==> src/hdl/ile_pkg.sv <==
package ile_pkg;

    // action codes carried in the input word
    typedef logic [2:0] t_action;
    localparam t_action ACT_APPEND    = 3'd0;
    localparam t_action ACT_ADD_FRONT = 3'd1;
    localparam t_action ACT_DEL_LAST  = 3'd2;
    localparam t_action ACT_DEL_FIRST = 3'd3;
    localparam t_action ACT_READ      = 3'd4;
    localparam t_action ACT_WRITE     = 3'd5;
    localparam t_action ACT_INSERT    = 3'd6;
    localparam t_action ACT_DEL_AT    = 3'd7;

    // what the datapath has to do with an accepted word
    typedef logic [1:0] t_kind;
    localparam t_kind KIND_PLACE  = 2'd0;
    localparam t_kind KIND_REMOVE = 2'd1;
    localparam t_kind KIND_READ   = 2'd2;
    localparam t_kind KIND_WRITE  = 2'd3;

    localparam int IN_DATA_W  = 48;
    localparam int OUT_DATA_W = 104;

    typedef struct packed {
        logic s_ready;
        logic load;
        logic up_rd;
        logic up_wr;
        logic put;
        logic dn_rd;
        logic dn_wr;
        logic drop;
        logic get_rd;
        logic get_cap;
        logic rf_zero;
        logic rf_head;
        logic rf_tail;
        logic rf_end;
        logic out_load;
    } t_cmd;

    typedef struct packed {
        logic  in_ok;
        t_kind in_kind;
        logic  up_done;
        logic  dn_done;
        logic  empty;
        logic  out_free;
    } t_status;

endpackage

==> src/hdl/ile_ram.sv <==
module ile_ram #(
    parameter int WIDTH = 32,
    parameter int DEPTH = 16
) (
    input  logic                     i_clk,
    input  logic                     i_we,
    input  logic [$clog2(DEPTH)-1:0] i_waddr,
    input  logic [WIDTH-1:0]         i_wdata,
    input  logic [$clog2(DEPTH)-1:0] i_raddr,
    output logic [WIDTH-1:0]         o_rdata
);

    logic [WIDTH-1:0] r_mem [DEPTH];

    always_ff @(posedge i_clk) begin
        if (i_we) begin
            r_mem[i_waddr] <= i_wdata;
        end
        o_rdata <= r_mem[i_raddr];
    end

endmodule

==> src/hdl/ile_ctrl.sv <==
module ile_ctrl (
    input  logic            i_clk,
    input  logic            i_rst_n,
    input  logic            i_s_valid,
    input  ile_pkg::t_status i_status,
    output ile_pkg::t_cmd    o_cmd
);

    localparam logic [3:0] S_IDLE    = 4'd0;
    localparam logic [3:0] S_UP      = 4'd1;
    localparam logic [3:0] S_UP_WR   = 4'd2;
    localparam logic [3:0] S_DN      = 4'd3;
    localparam logic [3:0] S_DN_WR   = 4'd4;
    localparam logic [3:0] S_GET     = 4'd5;
    localparam logic [3:0] S_GET_CAP = 4'd6;
    localparam logic [3:0] S_RF_HEAD = 4'd7;
    localparam logic [3:0] S_RF_TAIL = 4'd8;
    localparam logic [3:0] S_RF_END  = 4'd9;
    localparam logic [3:0] S_DONE    = 4'd10;

    logic [3:0] r_state;
    logic [3:0] n_state;

    always_ff @(posedge i_clk) begin
        if (!i_rst_n) begin
            r_state <= S_IDLE;
        end else begin
            r_state <= n_state;
        end
    end

    always_comb begin
        o_cmd   = '0;
        n_state = r_state;
        case (r_state)
            S_IDLE: begin
                o_cmd.s_ready = 1'b1;
                if (i_s_valid) begin
                    o_cmd.load = 1'b1;
                    if (!i_status.in_ok) begin
                        n_state = S_DONE;
                    end else begin
                        case (i_status.in_kind)
                            ile_pkg::KIND_PLACE:  n_state = S_UP;
                            ile_pkg::KIND_WRITE:  n_state = S_UP;
                            ile_pkg::KIND_REMOVE: n_state = S_DN;
                            ile_pkg::KIND_READ:   n_state = S_GET;
                            default:              n_state = S_DONE;
                        endcase
                    end
                end
            end
            // shift entries up one place, top first, until the gap reaches the target
            S_UP: begin
                if (i_status.up_done) begin
                    o_cmd.put = 1'b1;
                    n_state   = S_RF_HEAD;
                end else begin
                    o_cmd.up_rd = 1'b1;
                    n_state     = S_UP_WR;
                end
            end
            S_UP_WR: begin
                o_cmd.up_wr = 1'b1;
                n_state     = S_UP;
            end
            S_DN: begin
                if (i_status.dn_done) begin
                    o_cmd.drop = 1'b1;
                    n_state    = S_RF_HEAD;
                end else begin
                    o_cmd.dn_rd = 1'b1;
                    n_state     = S_DN_WR;
                end
            end
            S_DN_WR: begin
                o_cmd.dn_wr = 1'b1;
                n_state     = S_DN;
            end
            S_GET: begin
                o_cmd.get_rd = 1'b1;
                n_state      = S_GET_CAP;
            end
            S_GET_CAP: begin
                o_cmd.get_cap = 1'b1;
                n_state       = S_DONE;
            end
            // reload head and tail copies after the list changed
            S_RF_HEAD: begin
                if (i_status.empty) begin
                    o_cmd.rf_zero = 1'b1;
                    n_state       = S_DONE;
                end else begin
                    o_cmd.rf_head = 1'b1;
                    n_state       = S_RF_TAIL;
                end
            end
            S_RF_TAIL: begin
                o_cmd.rf_tail = 1'b1;
                n_state       = S_RF_END;
            end
            S_RF_END: begin
                o_cmd.rf_end = 1'b1;
                n_state      = S_DONE;
            end
            S_DONE: begin
                if (i_status.out_free) begin
                    o_cmd.out_load = 1'b1;
                    n_state        = S_IDLE;
                end
            end
            default: begin
                n_state = S_IDLE;
            end
        endcase
    end

endmodule

==> src/hdl/ile_dpath.sv <==
module ile_dpath #(
    parameter int CAPACITY = 16
) (
    input  logic                i_clk,
    input  logic                i_rst_n,
    input  ile_pkg::t_cmd       i_cmd,
    output ile_pkg::t_status    o_status,
    input  logic [2:0]          i_action,
    input  logic [7:0]          i_position,
    input  logic signed [31:0]  i_item_value,
    input  logic                i_m_ready,
    output logic                o_m_valid,
    output logic                o_ok,
    output logic signed [31:0]  o_read_value,
    output logic [4:0]          o_list_count,
    output logic signed [31:0]  o_head_value,
    output logic signed [31:0]  o_tail_value
);

    localparam int AW   = $clog2(CAPACITY);
    localparam int CW   = $clog2(CAPACITY + 1);
    localparam int CMPW = (CW > 8) ? CW : 8;

    logic [CW-1:0]       r_count;
    logic                r_ok;
    ile_pkg::t_kind      r_kind;
    logic [AW-1:0]       r_pos;
    logic [AW-1:0]       r_idx;
    logic signed [31:0]  r_val;
    logic signed [31:0]  r_rd;
    logic signed [31:0]  r_head;
    logic signed [31:0]  r_tail;

    logic [CMPW-1:0]     cnt_ext;
    logic [CMPW-1:0]     pos_ext;
    logic                full;
    logic                empty;
    logic                chk_ok;
    ile_pkg::t_kind      chk_kind;
    logic [AW-1:0]       chk_pos;
    logic [AW-1:0]       chk_idx;

    logic                mem_we;
    logic [AW-1:0]       mem_raddr;
    logic [31:0]         mem_wdata;
    logic [31:0]         mem_rdata;

    assign cnt_ext = CMPW'(r_count);
    assign pos_ext = CMPW'(i_position);
    assign full    = (r_count == CW'(CAPACITY));
    assign empty   = (r_count == '0);

    // decode and range check of the incoming word against the current count
    always_comb begin
        chk_ok   = 1'b0;
        chk_kind = ile_pkg::KIND_READ;
        chk_pos  = AW'(i_position);
        case (i_action)
            ile_pkg::ACT_APPEND: begin
                chk_kind = ile_pkg::KIND_PLACE;
                chk_ok   = !full;
                chk_pos  = AW'(r_count);
            end
            ile_pkg::ACT_ADD_FRONT: begin
                chk_kind = ile_pkg::KIND_PLACE;
                chk_ok   = !full;
                chk_pos  = '0;
            end
            ile_pkg::ACT_DEL_LAST: begin
                chk_kind = ile_pkg::KIND_REMOVE;
                chk_ok   = !empty;
                chk_pos  = AW'(r_count - CW'(1));
            end
            ile_pkg::ACT_DEL_FIRST: begin
                chk_kind = ile_pkg::KIND_REMOVE;
                chk_ok   = !empty;
                chk_pos  = '0;
            end
            ile_pkg::ACT_READ: begin
                chk_kind = ile_pkg::KIND_READ;
                chk_ok   = (pos_ext < cnt_ext);
            end
            ile_pkg::ACT_WRITE: begin
                chk_kind = ile_pkg::KIND_WRITE;
                chk_ok   = (pos_ext < cnt_ext);
            end
            ile_pkg::ACT_INSERT: begin
                chk_kind = ile_pkg::KIND_PLACE;
                chk_ok   = !full && (pos_ext <= cnt_ext);
            end
            ile_pkg::ACT_DEL_AT: begin
                chk_kind = ile_pkg::KIND_REMOVE;
                chk_ok   = (pos_ext < cnt_ext);
            end
            default: begin
                chk_ok = 1'b0;
            end
        endcase
    end

    // a place starts its shift from the top slot; the others work at the position
    assign chk_idx = (chk_kind == ile_pkg::KIND_PLACE) ? AW'(r_count) : chk_pos;

    always_comb begin
        mem_raddr = '0;
        if (i_cmd.up_rd) begin
            mem_raddr = r_idx - AW'(1);
        end else if (i_cmd.dn_rd) begin
            mem_raddr = r_idx + AW'(1);
        end else if (i_cmd.get_rd) begin
            mem_raddr = r_pos;
        end else if (i_cmd.rf_head) begin
            mem_raddr = '0;
        end else if (i_cmd.rf_tail) begin
            mem_raddr = AW'(r_count - CW'(1));
        end
    end

    assign mem_we    = i_cmd.up_wr || i_cmd.dn_wr || i_cmd.put;
    assign mem_wdata = i_cmd.put ? r_val : mem_rdata;

    ile_ram #(
        .WIDTH(32),
        .DEPTH(CAPACITY)
    ) u_ram (
        .i_clk  (i_clk),
        .i_we   (mem_we),
        .i_waddr(r_idx),
        .i_wdata(mem_wdata),
        .i_raddr(mem_raddr),
        .o_rdata(mem_rdata)
    );

    always_ff @(posedge i_clk) begin
        if (i_cmd.load) begin
            r_kind <= chk_kind;
            r_ok   <= chk_ok;
            r_pos  <= chk_pos;
            r_idx  <= chk_idx;
            r_val  <= i_item_value;
            r_rd   <= '0;
        end else if (i_cmd.up_wr) begin
            r_idx <= r_idx - AW'(1);
        end else if (i_cmd.dn_wr) begin
            r_idx <= r_idx + AW'(1);
        end
        if (i_cmd.get_cap) begin
            r_rd <= mem_rdata;
        end
    end

    always_ff @(posedge i_clk) begin
        if (!i_rst_n) begin
            r_count <= '0;
            r_head  <= '0;
            r_tail  <= '0;
        end else begin
            if (i_cmd.put && r_kind == ile_pkg::KIND_PLACE) begin
                r_count <= r_count + CW'(1);
            end else if (i_cmd.drop) begin
                r_count <= r_count - CW'(1);
            end
            if (i_cmd.rf_zero) begin
                r_head <= '0;
                r_tail <= '0;
            end
            // head read was issued the cycle before
            if (i_cmd.rf_tail) begin
                r_head <= mem_rdata;
            end
            if (i_cmd.rf_end) begin
                r_tail <= mem_rdata;
            end
        end
    end

    always_ff @(posedge i_clk) begin
        if (!i_rst_n) begin
            o_m_valid <= 1'b0;
        end else if (i_cmd.out_load) begin
            o_m_valid <= 1'b1;
        end else if (i_m_ready) begin
            o_m_valid <= 1'b0;
        end
    end

    always_ff @(posedge i_clk) begin
        if (i_cmd.out_load) begin
            o_ok         <= r_ok;
            o_read_value <= r_rd;
            o_list_count <= 5'(r_count);
            o_head_value <= r_head;
            o_tail_value <= r_tail;
        end
    end

    assign o_status.in_ok    = chk_ok;
    assign o_status.in_kind  = chk_kind;
    assign o_status.up_done  = (r_idx == r_pos);
    assign o_status.dn_done  = ((CW'(r_idx) + CW'(1)) >= r_count);
    assign o_status.empty    = empty;
    assign o_status.out_free = !o_m_valid || i_m_ready;

    a_count_bound: assert property (@(posedge i_clk) disable iff (!i_rst_n)
        r_count <= CW'(CAPACITY))
        else $error("entry count above capacity");

    a_place_grows: assert property (@(posedge i_clk) disable iff (!i_rst_n)
        (i_cmd.put && r_kind == ile_pkg::KIND_PLACE) |=> r_count == $past(r_count) + CW'(1))
        else $error("place did not grow the list");

    a_drop_shrinks: assert property (@(posedge i_clk) disable iff (!i_rst_n)
        i_cmd.drop |=> r_count == $past(r_count) - CW'(1))
        else $error("removal did not shrink the list");

    a_empty_zero: assert property (@(posedge i_clk) disable iff (!i_rst_n)
        (o_m_valid && o_list_count == 5'd0 && CW <= 5)
        |-> (o_head_value == 0 && o_tail_value == 0))
        else $error("empty list reports nonzero head or tail");

endmodule

==> src/hdl/indexed_list_engine.sv <==
// From accepted word to result valid: a failed action goes straight to the result; a read
// does one registered RAM read; a write stores the item in place, then reloads head/tail; an
// add or delete does one registered RAM read and one write per moved entry, then places the
// item or shrinks the count and reloads head/tail (a delete that empties the list clears them).
// A new word is taken no earlier than the cycle after the previous result is loaded into the output register.
// Reset (i_rst_n low, synchronous) empties the list and drops any pending result.
module indexed_list_engine #(
    parameter int CAPACITY = 16
) (
    input  logic                            i_clk,
    input  logic                            i_rst_n,
    input  logic                            s_axis_tvalid,
    output logic                            s_axis_tready,
    // action[2:0], position[10:3], item_value[42:11], zero pad
    input  logic [ile_pkg::IN_DATA_W-1:0]   s_axis_tdata,
    output logic                            m_axis_tvalid,
    input  logic                            m_axis_tready,
    // ok[0], read_value[32:1], list_count[37:33], head_value[69:38],
    // tail_value[101:70], zero pad
    output logic [ile_pkg::OUT_DATA_W-1:0]  m_axis_tdata
);

    ile_pkg::t_cmd    cmd;
    ile_pkg::t_status status;

    logic               ok;
    logic signed [31:0] read_value;
    logic [4:0]         list_count;
    logic signed [31:0] head_value;
    logic signed [31:0] tail_value;

    ile_ctrl u_ctrl (
        .i_clk    (i_clk),
        .i_rst_n  (i_rst_n),
        .i_s_valid(s_axis_tvalid),
        .i_status (status),
        .o_cmd    (cmd)
    );

    ile_dpath #(
        .CAPACITY(CAPACITY)
    ) u_dpath (
        .i_clk       (i_clk),
        .i_rst_n     (i_rst_n),
        .i_cmd       (cmd),
        .o_status    (status),
        .i_action    (s_axis_tdata[2:0]),
        .i_position  (s_axis_tdata[10:3]),
        .i_item_value(s_axis_tdata[42:11]),
        .i_m_ready   (m_axis_tready),
        .o_m_valid   (m_axis_tvalid),
        .o_ok        (ok),
        .o_read_value(read_value),
        .o_list_count(list_count),
        .o_head_value(head_value),
        .o_tail_value(tail_value)
    );

    assign s_axis_tready = cmd.s_ready;
    assign m_axis_tdata  = {2'b00, tail_value, head_value, list_count, read_value, ok};

endmodule
==> config.mk <==
export PLATFORM = sky130hd
export DESIGN_NAME = indexed_list_engine
export DESIGN_NICKNAME = d
export VERILOG_FILES = /design/src/hdl/ile_pkg.sv /design/src/hdl/ile_ram.sv /design/src/hdl/ile_ctrl.sv /design/src/hdl/ile_dpath.sv /design/src/hdl/indexed_list_engine.sv
export SDC_FILE = /design/constraint.sdc
export NUM_CORES = 1
export LEC_CHECK = 0
export BUFFER_PORTS_ARGS = -buffer_cell sky130_fd_sc_hd__buf_2
export CAP_MARGIN = 20
export CORE_AREA = 4 4 267 269
export DETAILED_ROUTE_END_ITERATION = 8
export DIE_AREA = 0 0 271 273
export GPL_TIMING_DRIVEN = 0
export PLACE_DENSITY = 0.68
export RECOVER_POWER = 100
export SYNTH_ARGS = -nofsm -noshare
export SYNTH_HDL_FRONTEND = slang
export SYNTH_SLANG_ARGS = --single-unit
==> constraint.sdc <==
create_clock -name i_clk -period 10 [get_ports i_clk]
set_input_delay 2 -clock i_clk [delete_from_list [all_inputs] [get_ports i_clk]]
set_output_delay 2 -clock i_clk [all_outputs]
set_load 0.01 [all_outputs]
==> results.txt, run 1 <==
The run finished, with violations left. The final reports fail on max-capacitance violations, max-slew violations. The commonest register cell after synthesis is edfxtp_1.

The sequential cell area fraction in the yosys report came out at 0.7418. Data arrives at the worst endpoint at 7.00 ns. Buffers added to address setup during post-CTS repair amount to 0. The required time of the critical path is 10.24 ns. The area of the die is 73980 sq um. The number of levels the H-tree was split into came out at 3. The largest voltage drop on the vdd net is 0.1723 mV. The worst setup path is captured at a flop. The peak fanout along the critical path is 15.

The detail-routed net length per standard cell came out at 22.77 um. The total of hold buffers inserted after clock tree synthesis came out at 0. The startpoint identified for the worst hold timing path is u_dpath.r_rd[8]$_SDFFCE_PN0P_.

The chip height is 273 um. Synthesis handed over a netlist of 2131 instances. The flop and latch count out of synthesis is 795. The combined global-route utilization of all metal layers is 0.2023.

The number of buffers added on ports came out at 149. Setup violations remaining at the end of the flow were counted as 0. Clock tree synthesis found a total of 795 sinks. The total placed cells including tap cells is 3245. The proportion of power drawn by flip-flops and latches is 0.415.

The number of nets at the end of the flow is 2464. The post-synth design cell area came out at 30750 sq um. In the final layout, the share of cells above drive strength 1 is 0.08666. The number of DRC violations after detailed routing is 0.

The time the worst path needs with I/O delays and setup came out at 6.762 ns. The wire length of the first global-routing pass is 113700 um. The proportion of power drawn by combinational gates came out at 0.330. The number of cells on the worst reg-to-reg path is 8.

The most common cell in the netlist is edfxtp_1. The path class of the tightest hold or removal check is reg2reg. Entering global routing, the biggest net connects 33 pins.

The area fraction of the dominant cell type after synthesis came out at 0.6728. The number of DRC markers in iteration 0 is 2100. The die width is 271 um.

The async set-reset flop share out of synthesis is 0. The synthesis warning total came out at 0. The internal power contribution came out at 0.007237 W. The top-level port count came out at 158. The CTS tree is done.

The via count of the first global-routing pass was 18560. The repair_antennas step left the layout with diodes totalling 0. Across the run, the number of max-cap violations was 15. The initial antenna violation count was 2. The switching share of total power came out at 0.3585.

The final total negative setup slack is 0 ns. The effective utilization at floorplan is 0.4484. The commonest cells after synthesis are 689 x edfxtp_1, 413 x nand2_1, 136 x nand3_1.

Setup repair after global routing left no endpoint under its margin. The final count of hold timing violations came out at 0. The sum of routed wire length over all layers is 77160 um. The power density over cell area came out at 321.0 nW/um^2.

The startpoint type of the worst setup path is an input pin. The row count is 96. The clock network fraction of total power is 0.255.

The worst hold path passes through 0 cells. In this run the mean area of a mapped cell was 14.43 sq um. The number of synthesized flops with an enable pin came out at 689. For hold timing, the worst endpoint is u_dpath.o_read_value[8]$_DFFE_PP_. The number of routed nets with antenna violations came out at 0. The worst-case clock buffer depth came out at 3.

The maximum clock skew at final layout came out at 0.02559 ns. In this run the clock root is driven by a clkbuf_16. In this run, CTS created clock tree buffers numbering 78.

The core footprint is 68590 sq um. The slew of the pin with the lowest slew margin is 2.189 ns. The biggest area contributor in the post-synthesis netlist is edfxtp_1. The power after layout is 0.01128 W.

The normalized max-slew margin came out at -0.4592. Once the clock tree was built, the resizer swapped 0 gates to a different size. The switching power summed over all nets came out at 0.004045 W. For this run the aggregate overflow at the end of global routing stands at 0. The number of detailed-route iterations in the first pass is 5.

The leakage power summed over all cells came out at 11.89 nW. The clock-pin slew on the worst setup and hold paths came out at 0.06 ns. The startpoint-to-endpoint class of the critical path is in2reg. After synthesis, the netlist uses 71 different library cells.

The sum of net half-perimeters after detailed placement is 52710 um. In the routed layout, each cell is associated on average with a via count of 5.561. The number of non-filler instances in the completed layout is 3389. By area the synthesized netlist is led by edfxtp_1 67%, dfxtp_1 6.9%, nand2_1 5.0%.

The worst flop-to-flop path startpoint is u_ctrl.r_state[2]$_SDFFE_PN0P_. The final route contains 18850 vias. The highest clock frequency the design can meet came out at 147.9 MHz. The congestion estimate from routability-driven global placement came to 0.8695. In the finished design, the share of the clock period the worst path needs comes to 0.6762. The area growth from synthesis to layout is 14.29%.

The register-to-register setup slack came out at 3.75 ns. The number of max-slew violations in the final report came to 284. The endpoint identified for the worst register-to-register timing path is u_dpath.r_rd[13]$_SDFFCE_PN0P_. At the later pin of the worst-skew pair, clock insertion delay measures 0.62 ns.
[logic make-up after synthesis]
| group | after synthesis | share of synthesized area |
|---|---|---|
| flip-flops | 795 | 0.7418 |
| AND/OR/NAND/NOR | 735 | 0.1089 |
| AO/OA/AOI/OAI | 280 | 0.07019 |
| buffers and inverters | 152 | 0.02226 |
| multiplexers | 133 | 0.04467 |
| XOR/XNOR | 18 | 0.005126 |
| adder cells (fa/ha/maj) | 17 | 0.006917 |
| other | 1 | 0.0001219 |
[worst max-delay path, cell delays in order]
cell and delay [ns]:
buf_2 0.08, nor2b_1 0.07, nor3_1 1.08, clkbuf_1 0.64
clkbuf_1 0.60, clkbuf_1 0.63, clkbuf_1 0.58, clkbuf_1 0.64
clkbuf_1 0.64
[power by group through the flow]
stage	Sequential (W)	Clock, W	Combinational [W]
finish	0.00468	0.00287	0.00372
detailed placement	0.00473	0	0.00377
CTS	0.00466	0.00291	0.00379
global placement	0.00475	0	0.00360
floorplan	0.00462	0	0.00240
global route	0.00471	0.00306	0.00400
[metrics by stage]
| stage | setup slack (ns) | hold slack [ns] | cell area (sq um) | util |
|---|---|---|---|---|
| 3_5_place_dp | 5.125 | 0.4045 | 33330 | 0.4860 |
| 3_3_place_gp | -1.853 | 0.4040 | 32670 | 0.4763 |
| 6_report | 3.238 | 0.4147 | 35150 | 0.5124 |
| 5_1_grt | 2.539 | 0.4173 | 35150 | 0.5124 |
| 2_1_floorplan | 0.3294 | 0.4003 | 30760 | - |
| 4_1_cts | 5.098 | 0.4159 | 35840 | 0.5225 |
[cell usage in the layout (no fill, tap or decap), types with 6 or more instances in the layout]
cell       synthesis  routed
a21oi_1           19      19
a221o_1           31      31
a22oi_1           71      71
a31oi_1           65      65
a32o_1            31      31
and2_0             1      22
and2_1            35      14
buf_2             55      86
buf_4              6       6
clkbuf_1          66     247
clkbuf_16          0      81
clkbuf_8           0       7
clkinv_1           0       9
clkinv_2           0      11
dfxtp_1          106     106
edfxtp_1         689     689
ha_1              17      17
inv_1             18      18
mux2_1             0      32
mux2i_1           99      99
nand2_1          413     413
nand2b_1           8       8
nand3_1          136     136
nor2_1            31      31
nor2b_1           68      68
nor3_1            18      18
nor4_1             5       6
o21ai_0            8      10
xnor2_1           11      11
xor2_1             7       7
[layer usage]
| layer | up-vias | share of wire | wire length [um] | global-route usage |
|---|---|---|---|---|
| met5 | - | 0 | 0 | 0 |
| met2 | 885 | 0.48 | 37160 | 0.3389 |
| met1 | 9290 | 0.40 | 30790 | 0.2621 |
| li1 | 8508 | - | - | - |
| met3 | 163 | 0.084 | 6448 | 0.03766 |
| met4 | 0 | 0.036 | 2763 | 0.08172 |
[final cells by class]
class	instances	area [sq um]
Clock buffer	114	2221
Fill cell	5671	33440
Buffer	134	611.8
Inverter	18	67.56
Multi-Input combinational cell	1185	7253
Clock inverter	29	285.3
Timing Repair Buffer	183	730.7
Tap cell	931	1165
Sequential cell	795	22810
[state kept, by name, summed over array words and instances (netlist names), 5 cells and up]
register	flops
u_dpath.u_ram.r_mem	512
u_dpath.o_head_value	32
u_dpath.o_read_value	32
u_dpath.o_tail_value	32
u_dpath.r_head	32
u_dpath.r_rd	32
u_dpath.r_tail	32
u_dpath.r_val	32
u_dpath.u_ram.o_rdata	32
u_dpath.o_list_count	5
u_dpath.r_count	5
[worst max path at each step]
stage | start | to | slack [ns] | depth (start not counted)
floorplan | m_axis_tready | u_dpath.o_head_value[0]$_DFFE_PP_ | 0.33 | 2
global placement | m_axis_tready | u_dpath.o_head_value[14]$_DFFE_PP_ | -1.85 | 3
detailed placement | u_dpath.r_idx[3]$_DFFE_PP_ | u_dpath.u_ram.o_rdata[31]$_DFF_P_ | 5.13 | 12
CTS | u_dpath.r_idx[3]$_DFFE_PP_ | u_dpath.u_ram.o_rdata[31]$_DFF_P_ | 5.10 | 12
global route | m_axis_tready | u_dpath.o_tail_value[13]$_DFFE_PP_ | 2.54 | 9
finish | m_axis_tready | u_dpath.o_head_value[15]$_DFFE_PP_ | 3.24 | 9
Note: power is estimated with default switching activity, not from simulation.
==> inputs of run 2 (changes only) <==
PLACE_DENSITY = 0.65   (was 0.68)
clock period = 6.3 ns   (was 10 ns; I/O delays follow)
==> run 2 against run 1 <==
The flow still finishes with violations (max-capacitance violations, max-slew violations). Critical endpoint is now u_dpath.u_ram.r_mem[0][14]$_DFFE_PP_. Combinational power grew 60%. Worst hold slack gained 0.0027 ns. First-iteration DRC count grew 12%. Core utilization grew 0.51 points. Via count shrank 0.41%. Largest cell class unchanged. Setup slack lost 2.5 ns. Count of clock-buffer cells in the layout is the same. Die area is the same. Sequential share of layout area shrank 0.65 points. Global-route usage is essentially flat. Non-clock buffer count shrank 3.
==> results.txt, run 2 (synthesized netlist as in run 1, its figures left out) <==
The number of detailed-route iterations in the first pass came to 6 (was 5). The startpoint type of the worst setup path is a flop (was input pin). The time the worst path needs with I/O delays and setup is 5.562 ns. The aggregate global routing overflow came out at 0 (unchanged).

Most used cells in the layout excluding fill and tap cells: 689 x edfxtp_1, 413 x nand2_1, 220 x clkbuf_1 (was 689 x edfxtp_1, 413 x nand2_1, 247 x clkbuf_1). The initial antenna violation count is 2 (unchanged). The final estimated routing congestion in global placement is 0.8350 (was 0.8695). Unrepaired setup endpoints after global routing: false (unchanged). The maximum clock skew at final layout is 0.02982 ns (was 0.02559 ns). The root buffer selected by CTS was clkbuf_16 (unchanged). The clock-pin slew on the worst setup and hold paths is 0.06 ns (about the same). The fraction of layout instances using a drive strength above 1 is 0.1005 (was 0.08666). The relative area change from synthesis to final layout came to 15.44% (was 14.29%).

The final antenna diode count came out at 0 (unchanged). The register-to-register setup slack came out at 0.74 ns (was 3.75 ns). The post-cts sizing count came to 0 (unchanged). The detailed-route vias per instance is 5.538 (was 5.561). The largest voltage drop on the vdd net is 0.4183 mV (was 0.1723 mV). Failing checks: max-capacitance violations, max-slew violations (unchanged). The class of the tightest hold or removal check was reg2reg (unchanged). The required time of the critical path was 6.55 ns (was 10.24 ns). The arrival time of data at the critical path endpoint came to 5.81 ns (was 7.00 ns). The slew of the pin with the lowest slew margin came to 2.440 ns (was 2.189 ns). The number of DRC violations after detailed routing is 0 (unchanged). The number of max-cap violations is 12 (was 15). The peak fanout along the critical path came out at 10 (was 15).

The commonest non-fill, non-tap cell in the layout is edfxtp_1 (unchanged). Of the available clock period, the critical path in the final layout requires 0.8829. The top-level port count came out at 158 (unchanged). The normalized max-slew margin is -0.6393 (was -0.4592). The chip height was 273 um (unchanged). The wire length of the first global-routing pass came to 113800 um (was 113700 um). Status: finished, violations left (unchanged). The area of the die is 73980 sq um (unchanged). The CTS tree is done (unchanged). The clock latency of the later-clocked register in the worst-skew pair was 0.63 ns (was 0.62 ns). The CTS buffer count is 79 (was 78). The detail-routed net length per standard cell is 22.57 um (was 22.77 um). The number of post-CTS setup repair buffers came out at 0 (unchanged). The sum of routed wire length over all layers came out at 76500 um (was 77160 um).

The number of routed nets with antenna violations was 0 (unchanged). The number of max-slew violations in the final report came out at 197 (was 284). The combined global-route utilization of all metal layers is 0.2020 (was 0.2023). The flip-flop count of the largest register, all copies and words added is 512 (unchanged). The register with the most flip-flops is u_dpath.u_ram.r_mem (unchanged). The cell depth of the worst flop-to-flop path was 9 (was 8).

The critical path launch point is u_dpath.r_idx[0]$_DFFE_PP_ (was m_axis_tready). The final total negative setup slack came out at 0 ns (unchanged). The number of levels the H-tree was split into came out at 3 (unchanged). The number of DRC markers in iteration 0 came out at 2346 (was 2100). The number of sinks on the clock net came out at 795 (unchanged). The power density over cell area came out at 507.1 nW/um^2 (was 321.0 nW/um^2). The number of nets at the end of the flow is 2462 (was 2464). The element type at the critical path end is a flop (unchanged).

The worst hold slack across all endpoints is 0.4174 ns (was 0.4147 ns). The endpoint of the lowest-slack register-to-register path is u_dpath.u_ram.r_mem[0][14]$_DFFE_PP_ (was u_dpath.r_rd[13]$_SDFFCE_PN0P_). The worst flop-to-flop path startpoint is u_dpath.r_idx[0]$_DFFE_PP_ (was u_ctrl.r_state[2]$_SDFFE_PN0P_). The endpoint of the most critical setup path is u_dpath.u_ram.r_mem[0][14]$_DFFE_PP_ (was u_dpath.o_head_value[15]$_DFFE_PP_). The total of hold buffers inserted after clock tree synthesis came out at 0 (unchanged). The startpoint-to-endpoint class of the critical path is reg2reg (was in2reg). The effective utilization at floorplan came to 0.4484 (unchanged). The pin count of the biggest net entering global routing came to 33 (unchanged). The via count of the first global-routing pass came to 18530 (was 18560). The row count came to 96 (unchanged). The worst-case clock buffer depth came out at 3 (unchanged). The highest clock frequency the design can meet is 179.8 MHz.

The final count of hold timing violations came to 0 (unchanged). The die width came out at 271 um (unchanged). The sum of net half-perimeters after detailed placement came out at 52700 um (was 52710 um). The core footprint is 68590 sq um (unchanged).

The number of vias in the routed layout is 18770 (was 18850). The number of buffers added on ports is 149 (unchanged). The leakage power summed over all cells came to 12.07 nW (was 11.89 nW). The final-report setup violation count came out at 0 (unchanged).
## run 2: cell count changes in the layout (fill, tap and decap cells not counted), moves of 2 or more
cell	previous run	this run
and2_0	22	16
clkinv_2	11	15
bufinv_16	5	2
clkbuf_16	81	84
buf_4	6	8
clkinv_1	9	3
buf_16	0	8
buf_12	0	5
and2_1	14	20
clkbuf_8	7	11
clkinvlp_4	0	4
inv_6	3	6
clkbuf_1	247	220
## run 2: through the flow
stage | area (sq um) | utilization | power [W] | std cells | setup slack [ns]
2_1_floorplan | 30760 | - | 0.01114 | 2132 | 0.4827
3_3_place_gp | 32670 | 0.4764 | 0.01325 | 3212 | -1.240
3_5_place_dp | 33320 | 0.4859 | 0.01351 | 3242 | 1.281
4_1_cts | 35900 | 0.5235 | 0.01813 | 3388 | 1.267
5_1_grt | 35500 | 0.5176 | 0.01881 | 3389 | 0.4250
6_report | 35500 | 0.5176 | 0.01800 | 3389 | 0.7380
## run 2: metal layers
layer | share of wire | GRT usage
met1 | 0.41 | 0.2692
met2 | 0.49 | 0.3427
met3 | 0.081 | 0.03354
met4 | 0.021 | 0.06204
met5 | 0 | 0
## run 2: where the power goes
group          total (W)  switching [W]  leakage, nW  internal [W]
Combinational    0.00597        0.00412         3.64       0.00184
Clock            0.00461        0.00195         1.27       0.00267
Sequential       0.00742       0.000410         7.16       0.00701
## run 2: how the worst min path moves through the flow
stage	from	to	cells past startpoint	slack, ns
4_1_cts	u_dpath.r_rd[5]$_SDFFCE_PN0P_	u_dpath.o_read_value[5]$_DFFE_PP_	0	0.42
3_5_place_dp	u_dpath.r_rd[5]$_SDFFCE_PN0P_	u_dpath.o_read_value[5]$_DFFE_PP_	0	0.40
2_1_floorplan	u_dpath.r_ok$_DFFE_PP_	u_dpath.o_ok$_DFFE_PP_	0	0.40
3_3_place_gp	u_dpath.r_rd[30]$_SDFFCE_PN0P_	u_dpath.o_read_value[30]$_DFFE_PP_	0	0.40
6_report	u_dpath.r_rd[5]$_SDFFCE_PN0P_	u_dpath.o_read_value[5]$_DFFE_PP_	0	0.42
5_1_grt	u_dpath.r_rd[8]$_SDFFCE_PN0P_	u_dpath.o_read_value[8]$_DFFE_PP_	0	0.42
## run 2: critical path, cell delays in order, from the launching register on
cell and delay, ns:
edfxtp_1 0.43, clkbuf_1 0.33, xor2_1 0.14, nor4_1 0.75
nand2_1 0.74, o31ai_1 0.48, nand2_1 0.25, nor3_1 0.82
clkbuf_1 0.57, clkbuf_1 0.65
## run 2: final cells by class
cell class / count / area (sq um)
Buffer: 134 / 611.8
Clock buffer: 114 / 2325
Clock inverter: 32 / 254.0
Fill cell: 5691 / 33090
Inverter: 18 / 67.56
Multi-Input combinational cell: 1185 / 7253
Sequential cell: 795 / 22810
Tap cell: 931 / 1165
Timing Repair Buffer: 180 / 1011
